## config.mk

```make
export PLATFORM = sky130hd
export DESIGN_NAME = mdns_message_stream_parser
export DESIGN_NICKNAME = d
export VERILOG_FILES = /design/src/design/mdns_pkg.sv /design/src/design/mdns_message_stream_parser.sv /design/src/design/mdns_sec_seek.sv /design/src/design/mdns_parse_fsm.sv
export VERILOG_INCLUDE_DIRS = /design/src /design/src/design
export SDC_FILE = /design/constraint.sdc
export NUM_CORES = 1
export LEC_CHECK = 0
export BUFFER_PORTS_ARGS = -buffer_cell sky130_fd_sc_hd__buf_2
export CAP_MARGIN = 10
export CORE_MARGIN = 1
export CORE_UTILIZATION = 54
export CTS_CLUSTER_DIAMETER = 100
export DETAILED_ROUTE_END_ITERATION = 8
export PLACE_DENSITY = 0.72
export SYNTH_ARGS = -nofsm -noshare
export SYNTH_HDL_FRONTEND = slang
export SYNTH_SLANG_ARGS = --single-unit
```

## constraint.sdc

```tcl
create_clock -name aclk -period 4.1 [get_ports aclk]
set_input_delay 0.82 -clock aclk [delete_from_list [all_inputs] [get_ports aclk]]
set_output_delay 0.82 -clock aclk [all_outputs]
set_load 0.03 [all_outputs]
```

## src/design/mdns_message_stream_parser_assert.svh

```systemverilog
// Assertion macros shared by the mDNS message stream parser RTL.
// Depends on nothing; included by the modules that carry assertions.
`ifndef MDNS_MESSAGE_STREAM_PARSER_ASSERT_SVH
`define MDNS_MESSAGE_STREAM_PARSER_ASSERT_SVH

// Same-cycle implication, disabled while reset is asserted.
`define MDNS_ASSERT_IMPLIES(label, clk, rstn, ante, cons, msg) \
    label: assert property (@(posedge clk) disable iff (!(rstn)) (ante) |-> (cons)) \
        else $error(msg);

// Next-cycle implication, disabled while reset is asserted.
`define MDNS_ASSERT_NEXT(label, clk, rstn, ante, cons, msg) \
    label: assert property (@(posedge clk) disable iff (!(rstn)) (ante) |=> (cons)) \
        else $error(msg);

`endif

```

## src/design/mdns_pkg.sv

```systemverilog
// Package for the mDNS message stream parser: field widths, role and status
// codes, record type constants and the structs passed between modules.
// Depends on nothing.
`timescale 1ns / 1ps
`default_nettype none

package mdns_pkg;

    localparam int BYTE_W  = 8;
    localparam int ROLE_W  = 4;
    localparam int SEC_W   = 2;
    localparam int IDX_W   = 16;
    localparam int VAL_W   = 32;
    localparam int STAT_W  = 2;
    localparam int CNT_W   = 5;
    localparam int NUM_SEC = 4;

    // Byte role codes.
    localparam logic [ROLE_W-1:0] ROLE_ID        = 4'd0;
    localparam logic [ROLE_W-1:0] ROLE_FLAGS     = 4'd1;
    localparam logic [ROLE_W-1:0] ROLE_COUNT     = 4'd2;
    localparam logic [ROLE_W-1:0] ROLE_LABEL_LEN = 4'd3;
    localparam logic [ROLE_W-1:0] ROLE_LABEL_CHR = 4'd4;
    localparam logic [ROLE_W-1:0] ROLE_NAME_END  = 4'd5;
    localparam logic [ROLE_W-1:0] ROLE_TYPE      = 4'd6;
    localparam logic [ROLE_W-1:0] ROLE_CLASS     = 4'd7;
    localparam logic [ROLE_W-1:0] ROLE_TTL       = 4'd8;
    localparam logic [ROLE_W-1:0] ROLE_RDLEN     = 4'd9;
    localparam logic [ROLE_W-1:0] ROLE_RDATA     = 4'd10;
    localparam logic [ROLE_W-1:0] ROLE_TRAILING  = 4'd11;
    localparam logic [ROLE_W-1:0] ROLE_AFTER_ERR = 4'd12;

    // Parse status codes.
    localparam logic [STAT_W-1:0] ST_RUN         = 2'd0;
    localparam logic [STAT_W-1:0] ST_COMPLETE    = 2'd1;
    localparam logic [STAT_W-1:0] ST_TRUNCATED   = 2'd2;
    localparam logic [STAT_W-1:0] ST_UNSUPPORTED = 2'd3;

    // Header layout and field lengths in bytes.
    localparam logic [CNT_W-1:0] HDR_LEN        = 5'd12;
    localparam logic [CNT_W-1:0] HDR_COUNT_POS  = 5'd4;
    localparam logic [CNT_W-1:0] LEN_SHORT      = 5'd2;
    localparam logic [CNT_W-1:0] LEN_TTL        = 5'd4;
    localparam logic [CNT_W-1:0] RDATA_A_LEN    = 5'd4;
    localparam logic [CNT_W-1:0] RDATA_AAAA_LEN = 5'd16;

    // Record types and the unicast-response bit of a question class.
    localparam logic [15:0] TYPE_A       = 16'd1;
    localparam logic [15:0] TYPE_AAAA    = 16'd28;
    localparam int          UNICAST_BIT  = 15;

    typedef logic [NUM_SEC-1:0][IDX_W-1:0] counts_t;

    // Outcome of the search for the next entry that exists.
    typedef struct packed {
        logic             done;
        logic [SEC_W-1:0] sec;
        logic [IDX_W-1:0] entry;
    } seek_t;

    // One result item.
    typedef struct packed {
        logic [ROLE_W-1:0] byte_role;
        logic [SEC_W-1:0]  section;
        logic [IDX_W-1:0]  entry_index;
        logic [BYTE_W-1:0] byte_value;
        logic              field_done;
        logic [VAL_W-1:0]  field_value;
        logic [STAT_W-1:0] parse_status;
        logic              message_end;
        logic              unicast_wanted;
    } result_t;

endpackage

`default_nettype wire

```

## src/design/mdns_message_stream_parser.sv

```systemverilog
// mDNS message stream parser, one byte per cycle. It takes one datagram byte
// per transaction and returns one result transaction per byte, tagging the
// byte's role, section and entry index, with completed field values. The
// sustained rate is one byte per clock cycle; a byte's result is presented
// on the output once the byte has passed through the input register and
// the result register has captured its result. The rate is set by the parse
// state machine, which computes its whole state update for a byte
// combinationally. Either side may stall freely.
//
// Top level: input register, parse state machine and result register.
// Depends on mdns_pkg, mdns_parse_fsm and mdns_message_stream_parser_assert.svh.
`timescale 1ns / 1ps
`default_nettype none

`include "mdns_message_stream_parser_assert.svh"

module mdns_message_stream_parser
    import mdns_pkg::*;
(
    input  wire logic              aclk,
    input  wire logic              aresetn,
    input  wire logic              s_valid,
    output logic                   s_ready,
    input  wire logic [BYTE_W-1:0] s_data_byte,
    input  wire logic              s_last_byte,
    output logic                   m_valid,
    input  wire logic              m_ready,
    output logic [ROLE_W-1:0]      m_byte_role,
    output logic [SEC_W-1:0]       m_section,
    output logic [IDX_W-1:0]       m_entry_index,
    output logic [BYTE_W-1:0]      m_byte_value,
    output logic                   m_field_done,
    output logic [VAL_W-1:0]       m_field_value,
    output logic [STAT_W-1:0]      m_parse_status,
    output logic                   m_message_end,
    output logic                   m_unicast_wanted
);

    logic              in_valid_reg;
    logic [BYTE_W-1:0] in_data_reg;
    logic              in_last_reg;
    logic              out_valid_reg;
    result_t           res_reg;
    result_t           res;
    logic              out_free;
    logic              step;

    // The result register takes a new transaction when empty or being drained.
    assign out_free = !out_valid_reg || m_ready;
    assign step     = in_valid_reg && out_free;
    assign s_ready  = !in_valid_reg || out_free;

    // Input register.
    always_ff @(posedge aclk) begin
        if (!aresetn) begin
            in_valid_reg <= 1'b0;
        end else if (s_ready) begin
            in_valid_reg <= s_valid;
        end
        if (s_ready && s_valid) begin
            in_data_reg <= s_data_byte;
            in_last_reg <= s_last_byte;
        end
    end

    mdns_parse_fsm u_fsm (
        .aclk      (aclk),
        .aresetn   (aresetn),
        .step      (step),
        .data_byte (in_data_reg),
        .last_byte (in_last_reg),
        .res       (res)
    );

    // Result register.
    always_ff @(posedge aclk) begin
        if (!aresetn) begin
            out_valid_reg <= 1'b0;
        end else if (out_free) begin
            out_valid_reg <= in_valid_reg;
        end
        if (step) begin
            res_reg <= res;
        end
    end

    assign m_valid          = out_valid_reg;
    assign m_byte_role      = res_reg.byte_role;
    assign m_section        = res_reg.section;
    assign m_entry_index    = res_reg.entry_index;
    assign m_byte_value     = res_reg.byte_value;
    assign m_field_done     = res_reg.field_done;
    assign m_field_value    = res_reg.field_value;
    assign m_parse_status   = res_reg.parse_status;
    assign m_message_end    = res_reg.message_end;
    assign m_unicast_wanted = res_reg.unicast_wanted;

    // Trailing bytes only follow a completed message.
    `MDNS_ASSERT_IMPLIES(a_trailing_complete, aclk, aresetn, out_valid_reg && (res_reg.byte_role == ROLE_TRAILING), res_reg.parse_status == ST_COMPLETE, "trailing byte without completed message")

    // Bytes after an error keep the unsupported-type status.
    `MDNS_ASSERT_IMPLIES(a_error_status, aclk, aresetn, out_valid_reg && (res_reg.byte_role == ROLE_AFTER_ERR), res_reg.parse_status == ST_UNSUPPORTED, "byte after error without error status")

    // Header bytes belong to no section entry.
    `MDNS_ASSERT_IMPLIES(a_header_untagged, aclk, aresetn, out_valid_reg && (res_reg.byte_role <= ROLE_COUNT), (res_reg.section == '0) && (res_reg.entry_index == '0), "header byte tagged with a section entry")

    // A message never ends with the in-progress status.
    `MDNS_ASSERT_IMPLIES(a_end_status, aclk, aresetn, out_valid_reg && res_reg.message_end, res_reg.parse_status != ST_RUN, "message ended while still in progress")

    // A held input byte stays in the input register until it is parsed.
    `MDNS_ASSERT_NEXT(a_input_held, aclk, aresetn, in_valid_reg && !step, in_valid_reg && $stable(in_data_reg) && $stable(in_last_reg), "input byte lost while stalled")

endmodule

`default_nettype wire

```

## src/design/mdns_sec_seek.sv

```systemverilog
// Finds the next existing entry: stays in the current section while entries
// remain, else skips empty sections. Depends on mdns_pkg.
`timescale 1ns / 1ps
`default_nettype none

module mdns_sec_seek
    import mdns_pkg::*;
(
    input  wire logic [SEC_W-1:0] cur_sec,
    input  wire logic [IDX_W-1:0] cur_entry,
    input  wire counts_t          counts,
    output seek_t                 seek
);

    logic found;

    always_comb begin
        seek  = '0;
        found = 1'b0;
        // An entry remains in the current section.
        if (cur_entry < counts[cur_sec]) begin
            seek.sec   = cur_sec;
            seek.entry = cur_entry;
            found      = 1'b1;
        end
        // Otherwise the first later section that holds entries.
        for (int s = 1; s < NUM_SEC; s++) begin
            if (!found && (SEC_W'(s) > cur_sec) && (counts[SEC_W'(s)] != '0)) begin
                seek.sec   = SEC_W'(s);
                seek.entry = '0;
                found      = 1'b1;
            end
        end
        seek.done = !found;
    end

endmodule

`default_nettype wire

```

## src/design/mdns_parse_fsm.sv

```systemverilog
// Parse state machine: holds the message walk state and computes the result
// for one byte combinationally. Depends on mdns_pkg and mdns_sec_seek.
`timescale 1ns / 1ps
`default_nettype none

module mdns_parse_fsm
    import mdns_pkg::*;
(
    input  wire logic              aclk,
    input  wire logic              aresetn,
    input  wire logic              step,
    input  wire logic [BYTE_W-1:0] data_byte,
    input  wire logic              last_byte,
    output result_t                res
);

    typedef enum logic [3:0] {
        PH_HEADER = 4'd0,
        PH_NAME   = 4'd1,
        PH_LABEL  = 4'd2,
        PH_TYPE   = 4'd3,
        PH_CLASS  = 4'd4,
        PH_TTL    = 4'd5,
        PH_RDLEN  = 4'd6,
        PH_RDATA  = 4'd7,
        PH_DONE   = 4'd8,
        PH_ERROR  = 4'd9
    } phase_t;

    phase_t            phase_reg, phase_next;
    logic [CNT_W-1:0]  cnt_reg, cnt_next;
    logic [7:0]        left_reg, left_next;
    logic [VAL_W-1:0]  acc_reg, acc_next;
    counts_t           counts_reg, counts_next;
    logic [SEC_W-1:0]  sec_reg, sec_next;
    logic [IDX_W-1:0]  ent_reg, ent_next;
    logic [15:0]       rtype_reg, rtype_next;
    logic [STAT_W-1:0] status_reg, status_next;
    logic              uni_reg, uni_next;

    logic [VAL_W-1:0]  acc_shift;
    logic [CNT_W-1:0]  cnt_inc;
    logic [CNT_W-1:0]  cnt_off;
    logic [CNT_W-1:0]  rdata_len;
    logic [7:0]        left_dec;
    logic [IDX_W-1:0]  ent_inc;
    logic              hdr;
    logic [SEC_W-1:0]  seek_sec_in;
    logic [IDX_W-1:0]  seek_ent_in;
    seek_t             seek;
    logic              take_seek;

    assign acc_shift = {acc_reg[VAL_W-BYTE_W-1:0], data_byte};
    assign cnt_inc   = cnt_reg + CNT_W'(1);
    assign cnt_off   = cnt_reg - HDR_COUNT_POS;
    assign left_dec  = left_reg - 8'd1;
    assign ent_inc   = ent_reg + IDX_W'(1);
    assign rdata_len = (rtype_reg == TYPE_AAAA) ? RDATA_AAAA_LEN : RDATA_A_LEN;
    assign hdr       = (phase_reg == PH_HEADER);

    // Section counts, with the count completed by this header byte applied.
    always_comb begin
        counts_next = counts_reg;
        if (hdr && cnt_reg[0] && (cnt_reg >= HDR_COUNT_POS) && (cnt_reg < HDR_LEN)) begin
            counts_next[cnt_off[2:1]] = acc_shift[IDX_W-1:0];
        end
    end

    // The header starts the search at the first question; otherwise the
    // search starts after the entry that just finished.
    assign seek_sec_in = hdr ? '0 : sec_reg;
    assign seek_ent_in = hdr ? '0 : ent_inc;

    mdns_sec_seek u_seek (
        .cur_sec   (seek_sec_in),
        .cur_entry (seek_ent_in),
        .counts    (counts_next),
        .seek      (seek)
    );

    // Next state and result for the byte at hand.
    always_comb begin
        phase_next  = phase_reg;
        cnt_next    = cnt_reg;
        left_next   = left_reg;
        acc_next    = acc_reg;
        sec_next    = sec_reg;
        ent_next    = ent_reg;
        rtype_next  = rtype_reg;
        status_next = status_reg;
        uni_next    = uni_reg;
        take_seek   = 1'b0;

        res             = '0;
        res.byte_role   = ROLE_ID;
        res.section     = sec_reg;
        res.entry_index = ent_reg;
        res.byte_value  = data_byte;
        res.message_end = last_byte;

        unique case (phase_reg)
            PH_HEADER: begin
                res.section     = '0;
                res.entry_index = '0;
                if (cnt_reg < 5'd2) begin
                    res.byte_role = ROLE_ID;
                end else if (cnt_reg < HDR_COUNT_POS) begin
                    res.byte_role = ROLE_FLAGS;
                end else begin
                    res.byte_role = ROLE_COUNT;
                end
                acc_next = acc_shift;
                if (cnt_reg[0]) begin
                    res.field_done  = 1'b1;
                    res.field_value = {16'd0, acc_shift[15:0]};
                    acc_next        = '0;
                end
                if (cnt_inc >= HDR_LEN) begin
                    cnt_next  = '0;
                    take_seek = 1'b1;
                end else begin
                    cnt_next = cnt_inc;
                end
            end
            PH_NAME: begin
                if (data_byte == '0) begin
                    res.byte_role = ROLE_NAME_END;
                    phase_next    = PH_TYPE;
                    cnt_next      = '0;
                    acc_next      = '0;
                end else begin
                    res.byte_role = ROLE_LABEL_LEN;
                    left_next     = data_byte;
                    phase_next    = PH_LABEL;
                end
            end
            PH_LABEL: begin
                res.byte_role = ROLE_LABEL_CHR;
                left_next     = left_dec;
                if (left_dec == '0) begin
                    phase_next = PH_NAME;
                end
            end
            PH_TYPE: begin
                res.byte_role = ROLE_TYPE;
                acc_next      = acc_shift;
                cnt_next      = cnt_inc;
                if (cnt_inc >= LEN_SHORT) begin
                    res.field_done  = 1'b1;
                    res.field_value = {16'd0, acc_shift[15:0]};
                    rtype_next      = acc_shift[15:0];
                    acc_next        = '0;
                    cnt_next        = '0;
                    phase_next      = PH_CLASS;
                end
            end
            PH_CLASS: begin
                res.byte_role = ROLE_CLASS;
                acc_next      = acc_shift;
                cnt_next      = cnt_inc;
                if (cnt_inc >= LEN_SHORT) begin
                    res.field_done  = 1'b1;
                    res.field_value = {16'd0, acc_shift[15:0]};
                    acc_next        = '0;
                    cnt_next        = '0;
                    if (sec_reg == '0) begin
                        if (acc_shift[UNICAST_BIT]) begin
                            uni_next = 1'b1;
                        end
                        take_seek = 1'b1;
                    end else begin
                        phase_next = PH_TTL;
                    end
                end
            end
            PH_TTL: begin
                res.byte_role = ROLE_TTL;
                acc_next      = acc_shift;
                cnt_next      = cnt_inc;
                if (cnt_inc >= LEN_TTL) begin
                    res.field_done  = 1'b1;
                    res.field_value = acc_shift;
                    acc_next        = '0;
                    cnt_next        = '0;
                    phase_next      = PH_RDLEN;
                end
            end
            PH_RDLEN: begin
                res.byte_role = ROLE_RDLEN;
                acc_next      = acc_shift;
                cnt_next      = cnt_inc;
                if (cnt_inc >= LEN_SHORT) begin
                    res.field_done  = 1'b1;
                    res.field_value = {16'd0, acc_shift[15:0]};
                    acc_next        = '0;
                    cnt_next        = '0;
                    if ((rtype_reg == TYPE_A) || (rtype_reg == TYPE_AAAA)) begin
                        phase_next = PH_RDATA;
                    end else begin
                        status_next = ST_UNSUPPORTED;
                        phase_next  = PH_ERROR;
                    end
                end
            end
            PH_RDATA: begin
                res.byte_role = ROLE_RDATA;
                acc_next      = acc_shift;
                cnt_next      = cnt_inc;
                if (cnt_inc >= rdata_len) begin
                    res.field_done  = 1'b1;
                    res.field_value = acc_shift;
                    acc_next        = '0;
                    cnt_next        = '0;
                    take_seek       = 1'b1;
                end
            end
            PH_DONE: begin
                res.byte_role   = ROLE_TRAILING;
                res.section     = '0;
                res.entry_index = '0;
            end
            default: begin
                res.byte_role   = ROLE_AFTER_ERR;
                res.section     = '0;
                res.entry_index = '0;
                phase_next      = PH_ERROR;
            end
        endcase

        // Move on to the next existing entry, or finish the message.
        if (take_seek) begin
            if (seek.done) begin
                status_next = ST_COMPLETE;
                phase_next  = PH_DONE;
                sec_next    = '0;
                ent_next    = '0;
            end else begin
                sec_next   = seek.sec;
                ent_next   = seek.entry;
                phase_next = PH_NAME;
            end
        end

        res.parse_status   = (last_byte && (status_next == ST_RUN)) ? ST_TRUNCATED
                                                                    : status_next;
        res.unicast_wanted = uni_next;
    end

    // State update; the final byte of a message returns everything to reset.
    always_ff @(posedge aclk) begin
        if (!aresetn || (step && last_byte)) begin
            phase_reg  <= PH_HEADER;
            cnt_reg    <= '0;
            left_reg   <= '0;
            acc_reg    <= '0;
            counts_reg <= '0;
            sec_reg    <= '0;
            ent_reg    <= '0;
            rtype_reg  <= '0;
            status_reg <= ST_RUN;
            uni_reg    <= 1'b0;
        end else if (step) begin
            phase_reg  <= phase_next;
            cnt_reg    <= cnt_next;
            left_reg   <= left_next;
            acc_reg    <= acc_next;
            counts_reg <= counts_next;
            sec_reg    <= sec_next;
            ent_reg    <= ent_next;
            rtype_reg  <= rtype_next;
            status_reg <= status_next;
            uni_reg    <= uni_next;
        end
    end

endmodule

`default_nettype wire

```

# Word level (Yosys, flattened, before mapping)
# Cells that the tools add are included.
# totals
ff_bits	220
latch_bits	0
ram_bits	0
rom_bits	0
input_bits	13
output_inout_bits	69
elab_cells	159
n_memories	0
# classes
n_addsub	4
n_mul	0
n_div	0
order_cmp	13
eq_ne	19
shifts	0
n_mux	63
bitwise	0
n_reduce_logical	34
# op_table
op	count
2-to-1 mux 33 bit	4
one-hot mux 33 bit (4 select lines)	1
2-to-1 mux 24 bit	5
one-hot mux 24 bit (5 select lines)	1
bitwise mux 64 bit	1
2-to-1 mux 16 bit	4
2-to-1 mux 64 bit	1
2-to-1 mux 4 bit	10
2-to-1 mux 18 bit	2
one-hot mux 4 bit (9 select lines)	1
binary-select mux 16 bit (select 2 bit)	1
demux 16 bit (select 2 bit)	1
2-to-1 mux 5 bit	6
one-hot mux 4 bit (7 select lines)	1
one-hot mux 5 bit (5 select lines)	1
adder 16 x 1 -> 16 bit (second input constant)	1
equality test 16 x 1 -> 1 bit (second input constant)	1
equality test 16 x 5 -> 1 bit (second input constant)	1
equality test 4 x 3 -> 1 bit (second input constant)	4
zero test 8 bit	2
less-than comparator 16 bit	1
2-to-1 mux 2 bit	8
one-hot mux 8 bit (2 select lines)	1
nonzero test 16 bit	1
36 further kinds	73

# Logic depth before layout (Yosys ltp)
# Gate-level depths: netlist (run 1).
# depth
depth_word	19
depth_mapped	18
depth_no_buf	14

# Cells and area by module
# A second synthesis (run 1) with hierarchy kept.
# hier_totals
cells_unflattened	1111
area_unflattened_um2	10985.5
# by_module_without_submodules
mod	n_inst	cells_each	area_per_inst_um2	seq_area_each_um2
mdns_parse_fsm	1	928	7622.3	2842.7
mdns_message_stream_parser	1	85	2386.0	2322.2
mdns_sec_seek	1	98	977.2	0.0

# Worst setup path before layout (run 1)
# No wires, ideal clock.
# synth_timing
path_kind	in2reg
startpoint	in m_ready
endpoint	reg u_fsm.counts_reg[53] (netlist bit)
setup_time_ns	0.128
arrival_time_ns	3.914
required_time_ns	3.972
path_slack_ns	0.059
path_stages	8
n_path_buf	2
path_cell_list	nand2b_1 -> nand2_1 -> clkinv_1 -> and4_1 -> clkbuf_1 -> clkbuf_1 -> mux2i_1 -> nor2_1
# synth_between
elab_chain_cells	4
# synth_rtl
item	line	rtl
start: declaration	mdns_message_stream_parser.sv:27	input wire logic m_ready,
logical OR 1 bit *	mdns_message_stream_parser.sv:49	assign out_free = !out_valid_reg || m_ready;
logical AND 1 bit *	mdns_message_stream_parser.sv:50	assign step = in_valid_reg && out_free;
named net step	mdns_message_stream_parser.sv:46	logic step;
logical AND 1 bit	mdns_parse_fsm.sv:251	if (!aresetn || (step && last_byte)) begin
logical OR 1 bit	mdns_parse_fsm.sv:251	
end signal: assignment	mdns_parse_fsm.sv:267	counts_reg <= counts_next;
end: declaration	mdns_parse_fsm.sv:34	counts_t counts_reg, counts_next;
# Mark *: on every way through the listed nets, which the timed path passes. The rest lies on a longest branch.
# A chain may end at the register's enable or synchronous reset.

# Worst setup path after layout (run 1)
# layout_timing
startpoint	reg u_fsm.phase_reg[0]
endpoint	reg u_fsm.ent_reg[9]
# layout_between
elab_chain_cells	14
elab_cells_between_ends	24
classes_between	order compare (2); eq/ne (2); mux (11); reduce/logical (9)
# layout_rtl
item	line	rtl
start: declaration	mdns_parse_fsm.sv:30	phase_t phase_reg, phase_next;
start signal: assignment	mdns_parse_fsm.sv:263	phase_reg <= phase_next;
zero test 4 bit	mdns_parse_fsm.sv:59, mdns_parse_fsm.sv:101	
logical AND 1 bit (3 in a row)	mdns_parse_fsm.sv:64	if (hdr && cnt_reg[0] && (cnt_reg >= HDR_COUNT_POS) && (cnt_reg < HDR_LEN)) begin
2-to-1 mux 64 bit	mdns_parse_fsm.sv:64	
binary-select mux 16 bit (select 2 bit)	mdns_sec_seek.sv:21	if (cur_entry < counts[cur_sec]) begin
2-to-1 mux 16 bit (implied by the code)	mdns_sec_seek.sv:21	
less-than comparator 16 bit	mdns_sec_seek.sv:21	
2-to-1 mux 1 bit	mdns_sec_seek.sv:21	
zero test 1 bit	mdns_sec_seek.sv:28	if (!found && (SEC_W'(s) > cur_sec) && (counts[SEC_W'(s)] != '0)) begin
logical AND 1 bit (2 in a row)	mdns_sec_seek.sv:28	
2-to-1 mux 18 bit / 2-to-1 mux 1 bit (equally long branches)	mdns_sec_seek.sv:28	
2-to-1 mux 16 bit	mdns_parse_fsm.sv:232	if (seek.done) begin
end signal: assignment	mdns_parse_fsm.sv:269	ent_reg <= ent_next;
end: declaration	mdns_parse_fsm.sv:36	logic [IDX_W-1:0] ent_reg, ent_next;
# Several ways; a longest one is shown, not always the timed one. The select of a mux whose other input is x is not followed.

==> results of run 1 <==
[kinds of logic (layout without fill, tap and decap cells)]
kind of cell / after synthesis / in the layout / share of synthesized area (%)
adders and majority gates: 22 / 22 / 2.66
xor gates and xnor gates: 19 / 19 / 1.61
muxes: 66 / 66 / 6.40
and+or+nand+nor: 445 / 445 / 20.7
DFF: 220 / 220 / 49.9
AOI/OAI and AO/OA: 253 / 253 / 14.7
buffers and inverters: 103 / 182 / 4.04
[power by group through the flow]
stage	logic, mW	clock network (mW)	registers [mW]
finish	0.236	2.38	2.33
detailed placement	0.235	0	2.38
CTS	0.236	2.40	2.33
global placement	0.233	0	2.38
floorplan	0.0997	0	2.42
global route	0.248	2.49	2.33
[critical path, cell delays in order (launching register included)]
cell and delay [ns]:
dfxtp_1 0.35, nor4_4 0.40, buf_6 0.28, nor2_1 0.06, buf_4 0.19, o21ai_0 0.19
a21oi_1 0.06, ha_1 0.29, a211oi_1 0.28, o21ai_0 0.17, nor4_2 0.25, a31oi_1 0.12
or2_1 0.26, buf_4 0.19, or4_1 0.40, a21oi_1 0.17
[worst min-delay path by stage]
stage	slack [ns]	depth (start not counted)	to	startpoint
6_report	0.46	2	u_fsm.counts_reg[14]$_SDFFE_PP0P_	u_fsm.counts_reg[14]$_SDFFE_PP0P_
5_1_grt	0.46	1	in_data_reg[1]$_DFFE_PP_	s_data_byte[1]
4_1_cts	0.46	2	u_fsm.counts_reg[14]$_SDFFE_PP0P_	u_fsm.counts_reg[14]$_SDFFE_PP0P_
3_5_place_dp	0.45	2	u_fsm.counts_reg[14]$_SDFFE_PP0P_	u_fsm.counts_reg[14]$_SDFFE_PP0P_
3_3_place_gp	0.45	2	u_fsm.counts_reg[14]$_SDFFE_PP0P_	u_fsm.counts_reg[14]$_SDFFE_PP0P_
2_1_floorplan	0.42	0	m_byte_value[0]$_DFFE_PP_	in_data_reg[0]$_DFFE_PP_
[cells in the mapped netlist (all sizes together), types with 3 or more instances]
library cell | count | area, um2
mux2i | 65 | 651
nor2 | 132 | 495
nor2b | 24 | 150
xor2 | 12 | 105
a211oi | 8 | 60.1
ha | 22 | 275
xnor2 | 7 | 61.3
nand4 | 8 | 50.1
dfxtp | 144 | 2880
buf | 16 | 91.3
or2 | 5 | 31.3
nand2b | 4 | 25.0
edfxtp | 76 | 2280
a22oi | 26 | 195
nor4 | 15 | 115
a2111oi | 3 | 33.8
clkbuf | 74 | 278
o31ai | 3 | 27.5
or3 | 3 | 18.8
nand2 | 135 | 507
o21ai | 54 | 270
and3 | 7 | 43.8
a21o | 8 | 60.1
a221oi | 4 | 35.0
inv | 12 | 45.0
or4 | 19 | 146
a21oi | 118 | 591
nor3 | 9 | 45.0
nand3b | 3 | 22.5
and2 | 43 | 269
nand3 | 29 | 145
o41ai | 3 | 26.3
a31oi | 3 | 18.8
[stage by stage]
step                area [um2]  setup slack, ns  cells  hold WS [ns]
finish                   12000            0.325   1441         0.459
global route             12000           0.0728   1441         0.465
CTS                      12000            0.301   1441         0.461
detailed placement       11100            0.329   1397         0.452
global placement         11100            0.475   1397         0.449
floorplan                10300           0.0589   1128         0.424
[final cells by class]
type,instances,area (um2),area share [%]
multi-input cells,805,4810,40.2
inverters,13,50.0,0.418
well taps,234,293,2.45
clock inverters,7,164,1.37
flip-flops and latches,220,5160,43.1
clock buffers,37,722,6.03
repair buffers,125,764,6.39
[layout by cell type, fill, tap and decap left out, types with 3 or more instances in the layout]
master	netlist	final
bufinv_16	0	5
buf_4	0	41
buf_2	7	81
nand3b_1	3	3
or3_1	3	3
and3_1	7	7
nor4_1	13	13
edfxtp_1	76	76
clkbuf_8	0	3
or4_1	18	18
nand2_1	135	134
inv_1	11	11
a31oi_1	3	3
mux2i_1	65	65
nor2b_1	24	24
o21ai_0	51	51
clkbuf_1	74	8
and2_1	41	41
a21oi_1	118	118
a211oi_1	8	8
xor2_1	12	12
dfxtp_1	144	144
or2_1	3	3
clkbuf_16	0	26
nand4_1	8	8
ha_1	22	22
xnor2_1	7	7
nand3_1	29	29
nor3_1	9	8
nand2b_1	4	4
nor2_1	132	132
a22oi_1	26	26
a21o_1	8	8
[routing by layer]
metal / vias to the layer above / track usage, % / wire length (um) / share of wire (%)
li1: 4113 / - / - / -
met1: 3981 / 38.1 / 12100 / 46
met2: 293 / 41.3 / 11800 / 45
met3: 45 / 4.17 / 1680 / 6.4
met4: 0 / 8.68 / 612 / 2.3
met5: - / 0 / 0 / 0
[repair_timing]
item	in CTS	in global routing
setup buffers	0	0
setup endpoints to repair	0	2
resized for setup	0	1
==> reports/results.ini, run 1 <==
[worst_setup_path]
startpoint_type = flip-flop
reg2reg_depth = 15
worstSetupStartpoint = u_fsm.phase_reg[0]$_SDFFE_PP0P_
rrSetupSlack_ns = 0.32
r2r_start = u_fsm.phase_reg[0]$_SDFFE_PP0P_
worstPathRequired_ns = 4.52
r2r_end = u_fsm.ent_reg[9]$_SDFFE_PP0P_
cp-endpoint = u_fsm.ent_reg[9]$_SDFFE_PP0P_
arrival_ns = 4.20
path_max_fanout = 34
end_kind = flip-flop
worst-setup-path-type = flip-flop to flip-flop

[floorplan]
ios = 82
fp-row-count = 50
dieHeight_um = 140
dieArea_mm2 = 0.0197
core_area_mm2 = 0.0188
initial_core_util_pct = 55.1
die_width_um = 140

[pwr]
netSwitchingFraction_pct = 21.5
switchingPower_mw = 1.06
internal-power_mw = 3.88
irDropWorstVdd_mv = 0.369
seqPwrFrac_pct = 47.1
power_density_mw_per_mm2 = 413
combPwrFrac_pct = 4.8
power_mw = 4.94
p_clk_share_pct = 48.1
p_leak_nw = 4.55

[final_layout]
area_growth_pct = 15.7
antenna_cells = 0
fin_nets = 1224
final_util_pct = 63.8
largest_reg_flops = 64
fillCellCount = 1605
drive_above_1_share_pct = 14.6

[place]
port_buffers = 81
place_congestion = 0.910
dp_hpwl_um = 17600

[global_route]
antenna_found_initial = 0
grt_pass1_vias = 7707
grt_usage_pct = 26.7
grt_max_degree = 83
grt_pass1_wl_um = 41600
grt-ovfl-total = 0

[clocking]
clk_pin_slew_worst_paths_ns = 0.06
clk_latency_ns = 0.52
clkSinkCount = 220
cts-hold-fix-buffers = 0
htree_levels = 1
cts-root-buf = clkbuf_16
cts_tree = done
cts_inserted_buffers = 24
cts_buffer_depth = 3

[timing]
hold_violations = 0
worstMarginPinSlew_ns = 1.24
slew_headroom_pct = 16.8
setup_viol = 0
period_share_pct = 92.1
rsz0062_at_grt = false
finalSetupTns_ns = 0
maxSlewViolCount = 0
min_period_ns = 3.78
max_freq_mhz = 265
fin_skew_ns = 0.00802

[yosys]
ys_types = 68
syn_area_mm2 = 0.0103
syn_nets = 1163
netlist_instances = 1128
avgSynthCellArea_um2 = 9.17
synth-edff-count = 76
yosys_warnings = 0
ys_ff_latch = 220
yosysSeqAreaShare_pct = 49.9
ys.flop_type = dfxtp_1
synth_async_sr_flop_share_pct = 0

[drt]
drt_iter0_drc = 888
first_pass_iters = 5
wl_per_cell_um = 18.2
totalWireLength_um = 26200
antenna_left = 0
vias = 8432
avgViaCountPerCell = 5.85
route.detailed.drc = 0

[worst_hold_path]
hp-class = flip-flop to flip-flop

[run_status]
status = completed

[flow_run]
drv_cap = 0

(Power assumes the default switching activity.)
==> run 2, diff against run 1 <==
CORE_UTILIZATION = 55   (was 54)
PLACE_DENSITY = 0.73   (was 0.72)
SYNTH_HIERARCHICAL = 1   (was not set)
==> reports/results.ini, run 2 <==
[drt]
drt_iter0_drc = 671
route.detailed.drc = 0
wl_per_cell_um = 18.7
avgViaCountPerCell = 5.84
antenna_left = 0
totalWireLength_um = 27200
first_pass_iters = 5
vias = 8479

[yosys]
netlist_instances = 1111
syn_area_mm2 = 0.0110
synth_async_sr_flop_share_pct = 0
netlist.area_leader.share_pct = 26.2
yosysMostFrequentCell = nand2_1
ys_ff_latch = 220
yosys_warnings = 6
synth_area_leaders = dfxtp_1 26%, edfxtp_1 21%, mux2_2 6.5%, nand2_1 5.2%, a21oi_1 4.8%
synth-edff-count = 76
synth.cells.most_frequent = 153 x nand2_1, 144 x dfxtp_1, 105 x a21oi_1, 80 x nor2_1, 76 x edfxtp_1
avgSynthCellArea_um2 = 9.89
ys.flop_type = dfxtp_1
yosysSeqAreaShare_pct = 47.0
yosysTopAreaCell = dfxtp_1
ys_types = 74
syn_nets = 1146

[pwr]
switchingPower_mw = 1.05
power_density_mw_per_mm2 = 361
p_clk_share_pct = 42.9
seqPwrFrac_pct = 51.7
internal-power_mw = 3.48
p_leak_nw = 4.64
netSwitchingFraction_pct = 23.2
combPwrFrac_pct = 5.4
irDropWorstVdd_mv = 0.195

[floorplan]
die_width_um = 143
ios = 82
dieArea_mm2 = 0.0205
fp-row-count = 51
dieHeight_um = 143
initial_core_util_pct = 56.3
core_area_mm2 = 0.0195

[run_status]
violations = setup timing
status = complete, but fails checks

[final_layout]
drive_above_1_share_pct = 23.9
largest_reg_flops = 64
most-common-layout-cells = 150 x nand2_1, 142 x dfxtp_1, 98 x a21oi_1, 81 x buf_2, 79 x nor2_1
area_growth_pct = 14.1
layout_commonest_cell = nand2_1
antenna_cells = 0
fin_nets = 1205
final_area_mm2 = 0.0125

[place]
dpl_cell_area_mm2 = 0.0116
port_buffers = 81
place_congestion = 0.942
dp_hpwl_um = 18600

[clocking]
clk_latency_ns = 0.51
cts_buffer_depth = 3
htree_levels = 1
cts_tree = done
cts-root-buf = clkbuf_16
clkSinkCount = 220
clk_pin_slew_worst_paths_ns = 0.07
cts_inserted_buffers = 22
cts-hold-fix-buffers = 0

[timing]
rsz0062_at_grt = true
maxSlewViolCount = 0
fin_skew_ns = 0.0193
period_share_pct = 101
min_period_ns = 4.14
hold_violations = 0
timing.hold.ws_ns = 0.456
slew_headroom_pct = 24.8
setup_viol = 3
worstMarginPinSlew_ns = 1.13
max_freq_mhz = 242
finalSetupTns_ns = -0.0450
worst_slack_ns = -0.0405

[worst_setup_path]
arrival_ns = 4.41
reg2reg_depth = 15
path_max_fanout = 20
worst-setup-path-type = flip-flop to flip-flop
end_kind = flip-flop
worstPathRequired_ns = 4.37
startpoint_type = flip-flop

[flow_run]
drv_cap = 0

[global_route]
grt-ovfl-total = 0
antenna_found_initial = 0
grt_usage_pct = 26.6
grt_max_degree = 62
grt_pass1_wl_um = 42100
grt_pass1_vias = 7629

[worst_hold_path]
hp-class = flip-flop to flip-flop
min_path_cells = 2

[run 2: cell types whose count changed after synthesis, sizes merged, moves of 17 or more]
cell    delta
a22oi     -22
mux2i     -33
mux2      +64
buf       +30
a22o      +24
clkbuf    -26
nor2      -50
nand2     +18
nand3b    +20
nor2b     +17
o21ai     -31
[run 2: kinds of logic after synthesis]
| group | after synthesis | synth area share [%] |
|---|---|---|
| buf+inv | 121 | 5.06 |
| fa+ha+maj | 22 | 2.51 |
| xor+xnor | 18 | 1.44 |
| flops | 220 | 47.0 |
| mux | 113 | 13.1 |
| compound gates | 192 | 11.0 |
| simple gates | 425 | 19.8 |
[run 2: path summary, 6_finish.rpt]
path / slack [ns] / start / end
hold reg to reg: 0.46 / u_fsm/counts_reg[27]$_SDFFE_PP0P_ / u_fsm/counts_reg[27]$_SDFFE_PP0P_
setup / recovery: -0.04 / u_fsm/phase_reg[3]$_SDFFE_PP0P_ / m_parse_status[0]$_DFFE_PP_
hold / removal: 0.46 / u_fsm/counts_reg[27]$_SDFFE_PP0P_ / u_fsm/counts_reg[27]$_SDFFE_PP0P_
setup reg to reg: -0.04 / u_fsm/phase_reg[3]$_SDFFE_PP0P_ / m_parse_status[0]$_DFFE_PP_
[run 2: worst max-delay path: stages, from the launching register on]
cell and delay (ns):
dfxtp_1 0.40, nor4_4 0.07, buf_4 0.21, nor2b_1 0.89, buf_4 0.33, mux4_2 0.34, inv_2 0.09, ha_4 0.20
a21oi_2 0.13, nand2_2 0.08, a2111oi_4 0.40, o211a_4 0.26, nor2_4 0.05, o31a_1 0.16, nand2b_4 0.15, nand2b_4 0.13
[run 2: metrics by stage]
step	instances	power [mW]	utilization (%)	setup WS [ns]
2_1_floorplan	1111	2.54	-	-0.122
3_3_place_gp	1403	2.63	59.6	-0.000880
3_5_place_dp	1403	2.63	59.6	-0.115
4_1_cts	1448	4.56	63.5	0.0161
5_1_grt	1451	4.66	64.2	-0.159
6_report	1451	4.53	64.2	-0.0405
[run 2: cell type report]
cell class,instances,area [um2]
clock buffers,33,623
clock inverters,7,66.3
fillers,1558,6990
inverters,27,101
multi-input cells,770,5420
flip-flops and latches,220,5170
well taps,265,332
repair buffers,129,827
[run 2: metal layers]
layer / track usage (%) / up-vias / wire length, um / share of wire [%]
li1: - / 4008 / - / -
met1: 36.9 / 4054 / 12100 / 44
met2: 41.4 / 356 / 12200 / 45
met3: 5.13 / 61 / 2050 / 7.5
met4: 9.24 / 0 / 894 / 3.3
met5: 0 / - / 0 / 0
[run 2: repair_timing]
| item | CTS | global route |
|---|---|---|
| endpoints found under the hold margin | 0 | 0 |
| gates cloned | 0 | 2 |
| resized for setup | 8 | 22 |
| setup buffers | 5 | 1 |
| setup endpoints to repair | 24 | 24 |
| pin swaps | 4 | 13 |
[run 2: power groups by stage]
stage / Clock (mW) / Sequential, mW / Combinational, mW
2_1_floorplan: 0 / 2.43 / 0.113
3_3_place_gp: 0 / 2.39 / 0.241
3_5_place_dp: 0 / 2.39 / 0.243
4_1_cts: 1.98 / 2.34 / 0.245
5_1_grt: 2.05 / 2.34 / 0.262
6_report: 1.94 / 2.34 / 0.247
==> run 3, diff against run 2 <==
CORE_UTILIZATION = 58   (was 55)
clock period = 4.5 ns   (was 4.1 ns; I/O delays follow)
==> reports/results.ini, run 3 (same netlist as run 2, synthesis figures left out) <==
[place]
place_congestion = 0.932
dpl_cell_area_mm2 = 0.0115
port_buffers = 81
dp_hpwl_um = 17600
post-place-ws_ns = 0.152

[floorplan]
fp-row-count = 49
initial_core_util_pct = 60.1
dieArea_mm2 = 0.0195
die_width_um = 140
core_area_mm2 = 0.0183
ios = 82
dieHeight_um = 140

[worst_hold_path]
min_path_cells = 2
hold_path_end = u_fsm/counts_reg[7]$_SDFFE_PP0P_
hp-start = u_fsm/counts_reg[7]$_SDFFE_PP0P_
hp-class = flip-flop to flip-flop

[final_layout]
drive_above_1_share_pct = 21.0
fillCellCount = 1440
fin_nets = 1191
antenna_cells = 0
multi_input_area_mm2 = 0.00530
area_growth_pct = 11.9
largest_reg_flops = 64
register_area_mm2 = 0.00516
layout_commonest_cell = nand2_1
final_area_mm2 = 0.0123
most-common-layout-cells = 152 x nand2_1, 144 x dfxtp_1, 105 x a21oi_1, 81 x buf_2, 80 x nor2_1

[clocking]
cts_buffer_depth = 3
htree_levels = 1
clkSinkCount = 220
clk_pin_slew_worst_paths_ns = 0.06
cts_tree = done
clk_latency_ns = 0.51
cts-hold-fix-buffers = 0
cts_inserted_buffers = 24
cts-root-buf = clkbuf_16

[worst_setup_path]
end_kind = flip-flop
worst-setup-path-type = flip-flop to flip-flop
path_max_fanout = 18
r2r_start = u_fsm/phase_reg[2]$_SDFFE_PP0P_
arrival_ns = 4.64
reg2reg_depth = 17
rrSetupSlack_ns = 0.22
startpoint_type = flip-flop
worstPathRequired_ns = 4.87
r2r_end = u_fsm/sec_reg[0]$_SDFFE_PP0P_

[drt]
totalWireLength_um = 26600
first_pass_iters = 5
avgViaCountPerCell = 5.97
antenna_left = 0
drt_iter0_drc = 598
vias = 8373
route.detailed.drc = 0
wl_per_cell_um = 18.9

[timing]
fin_skew_ns = 0.00842
setup_viol = 0
min_period_ns = 4.28
slew_headroom_pct = 38.4
period_share_pct = 95.1
hold_violations = 0
maxSlewViolCount = 0
worstMarginPinSlew_ns = 0.924
max_freq_mhz = 234
worst_slack_ns = 0.221

[global_route]
grt-ovfl-total = 0
grt_pass1_vias = 7723
grt_usage_pct = 27.5
grt_pass1_wl_um = 42100
antenna_found_initial = 0
grt_max_degree = 69

[flow_run]
drv_cap = 0

[pwr]
irDropWorstVdd_mv = 0.236
p_leak_nw = 4.59
power_density_mw_per_mm2 = 348

[run_status]
status = completed

-- run 3: cell types whose count changed in the layout (fill, tap and decap cells not counted), sizes merged --
cell | previous run | this run
inv | 28 | 27
clkinvlp | 1 | 5
clkbuf | 34 | 31
clkinv | 4 | 6
bufinv | 1 | 2
buf | 128 | 113
-- run 3: critical path, stage by stage, from the launching register on --
cell and delay, ns:
dfxtp_1 0.34, nor4_4 0.30, nand3b_1 0.16, buf_4 0.17
nor4b_4 0.30, buf_12 0.21, mux2_2 0.36, mux4_1 0.49
inv_1 0.07, ha_1 0.24, a21oi_1 0.15, nand2_1 0.11
a2111oi_4 0.39, o211a_4 0.20, buf_4 0.20, mux2_4 0.31
nand3b_1 0.08, a21oi_1 0.07
-- run 3: per-layer routing --
metal	vias to the layer above	share of wire (%)	global-route usage, %
met5	-	0	0
met4	0	1.7	7.58
met3	40	6.6	3.41
met2	314	47	45.7
met1	4033	45	38.0
li1	3986	-	-
-- run 3: cell type report --
type,count,area share (%)
Tap cell,229,2.33
Sequential cell,220,42.0
Multi-Input combinational cell,770,43.1
Clock buffer,31,5.27
Clock inverter,13,1.01
Timing Repair Buffer,113,5.46
Inverter,27,0.824
-- run 3: power by group --
| group | total [mW] | internal [mW] | switching [mW] |
|---|---|---|---|
| clock network | 1.92 | 1.13 | 0.791 |
| registers | 2.14 | 2.10 | 0.0403 |
| logic | 0.216 | 0.0531 | 0.162 |
-- run 3: through the flow --
step | hold WS (ns) | cells | utilization (%) | power, mW | TNS (ns)
floorplan | 0.433 | 1111 | - | 2.32 | 0
global placement | 0.439 | 1358 | 62.9 | 2.39 | 0
detailed placement | 0.445 | 1358 | 62.9 | 2.39 | 0
CTS | 0.455 | 1402 | 67.2 | 4.30 | 0
global route | 0.466 | 1403 | 67.3 | 4.40 | -0.00127
finish | 0.455 | 1403 | 67.3 | 4.28 | 0
-- run 3: worst max path at each step --
stage	cells after the start	to	startpoint	slack [ns]
2_1_floorplan	20	m_parse_status[0]$_DFFE_PP_	u_fsm/phase_reg[2]$_SDFFE_PP0P_	0.05
3_3_place_gp	17	u_fsm/sec_reg[0]$_SDFFE_PP0P_	u_fsm/phase_reg[2]$_SDFFE_PP0P_	0.23
3_5_place_dp	17	u_fsm/sec_reg[0]$_SDFFE_PP0P_	u_fsm/phase_reg[2]$_SDFFE_PP0P_	0.15
4_1_cts	17	u_fsm/sec_reg[0]$_SDFFE_PP0P_	u_fsm/phase_reg[2]$_SDFFE_PP0P_	0.11
5_1_grt	17	u_fsm/sec_reg[0]$_SDFFE_PP0P_	u_fsm/phase_reg[2]$_SDFFE_PP0P_	-0.001
6_report	17	u_fsm/sec_reg[0]$_SDFFE_PP0P_	u_fsm/phase_reg[2]$_SDFFE_PP0P_	0.22
-- run 3: what timing repair did --
item,CTS,global route
setup endpoints to repair,0,22
resized for setup,0,2
buffers inserted,0,1
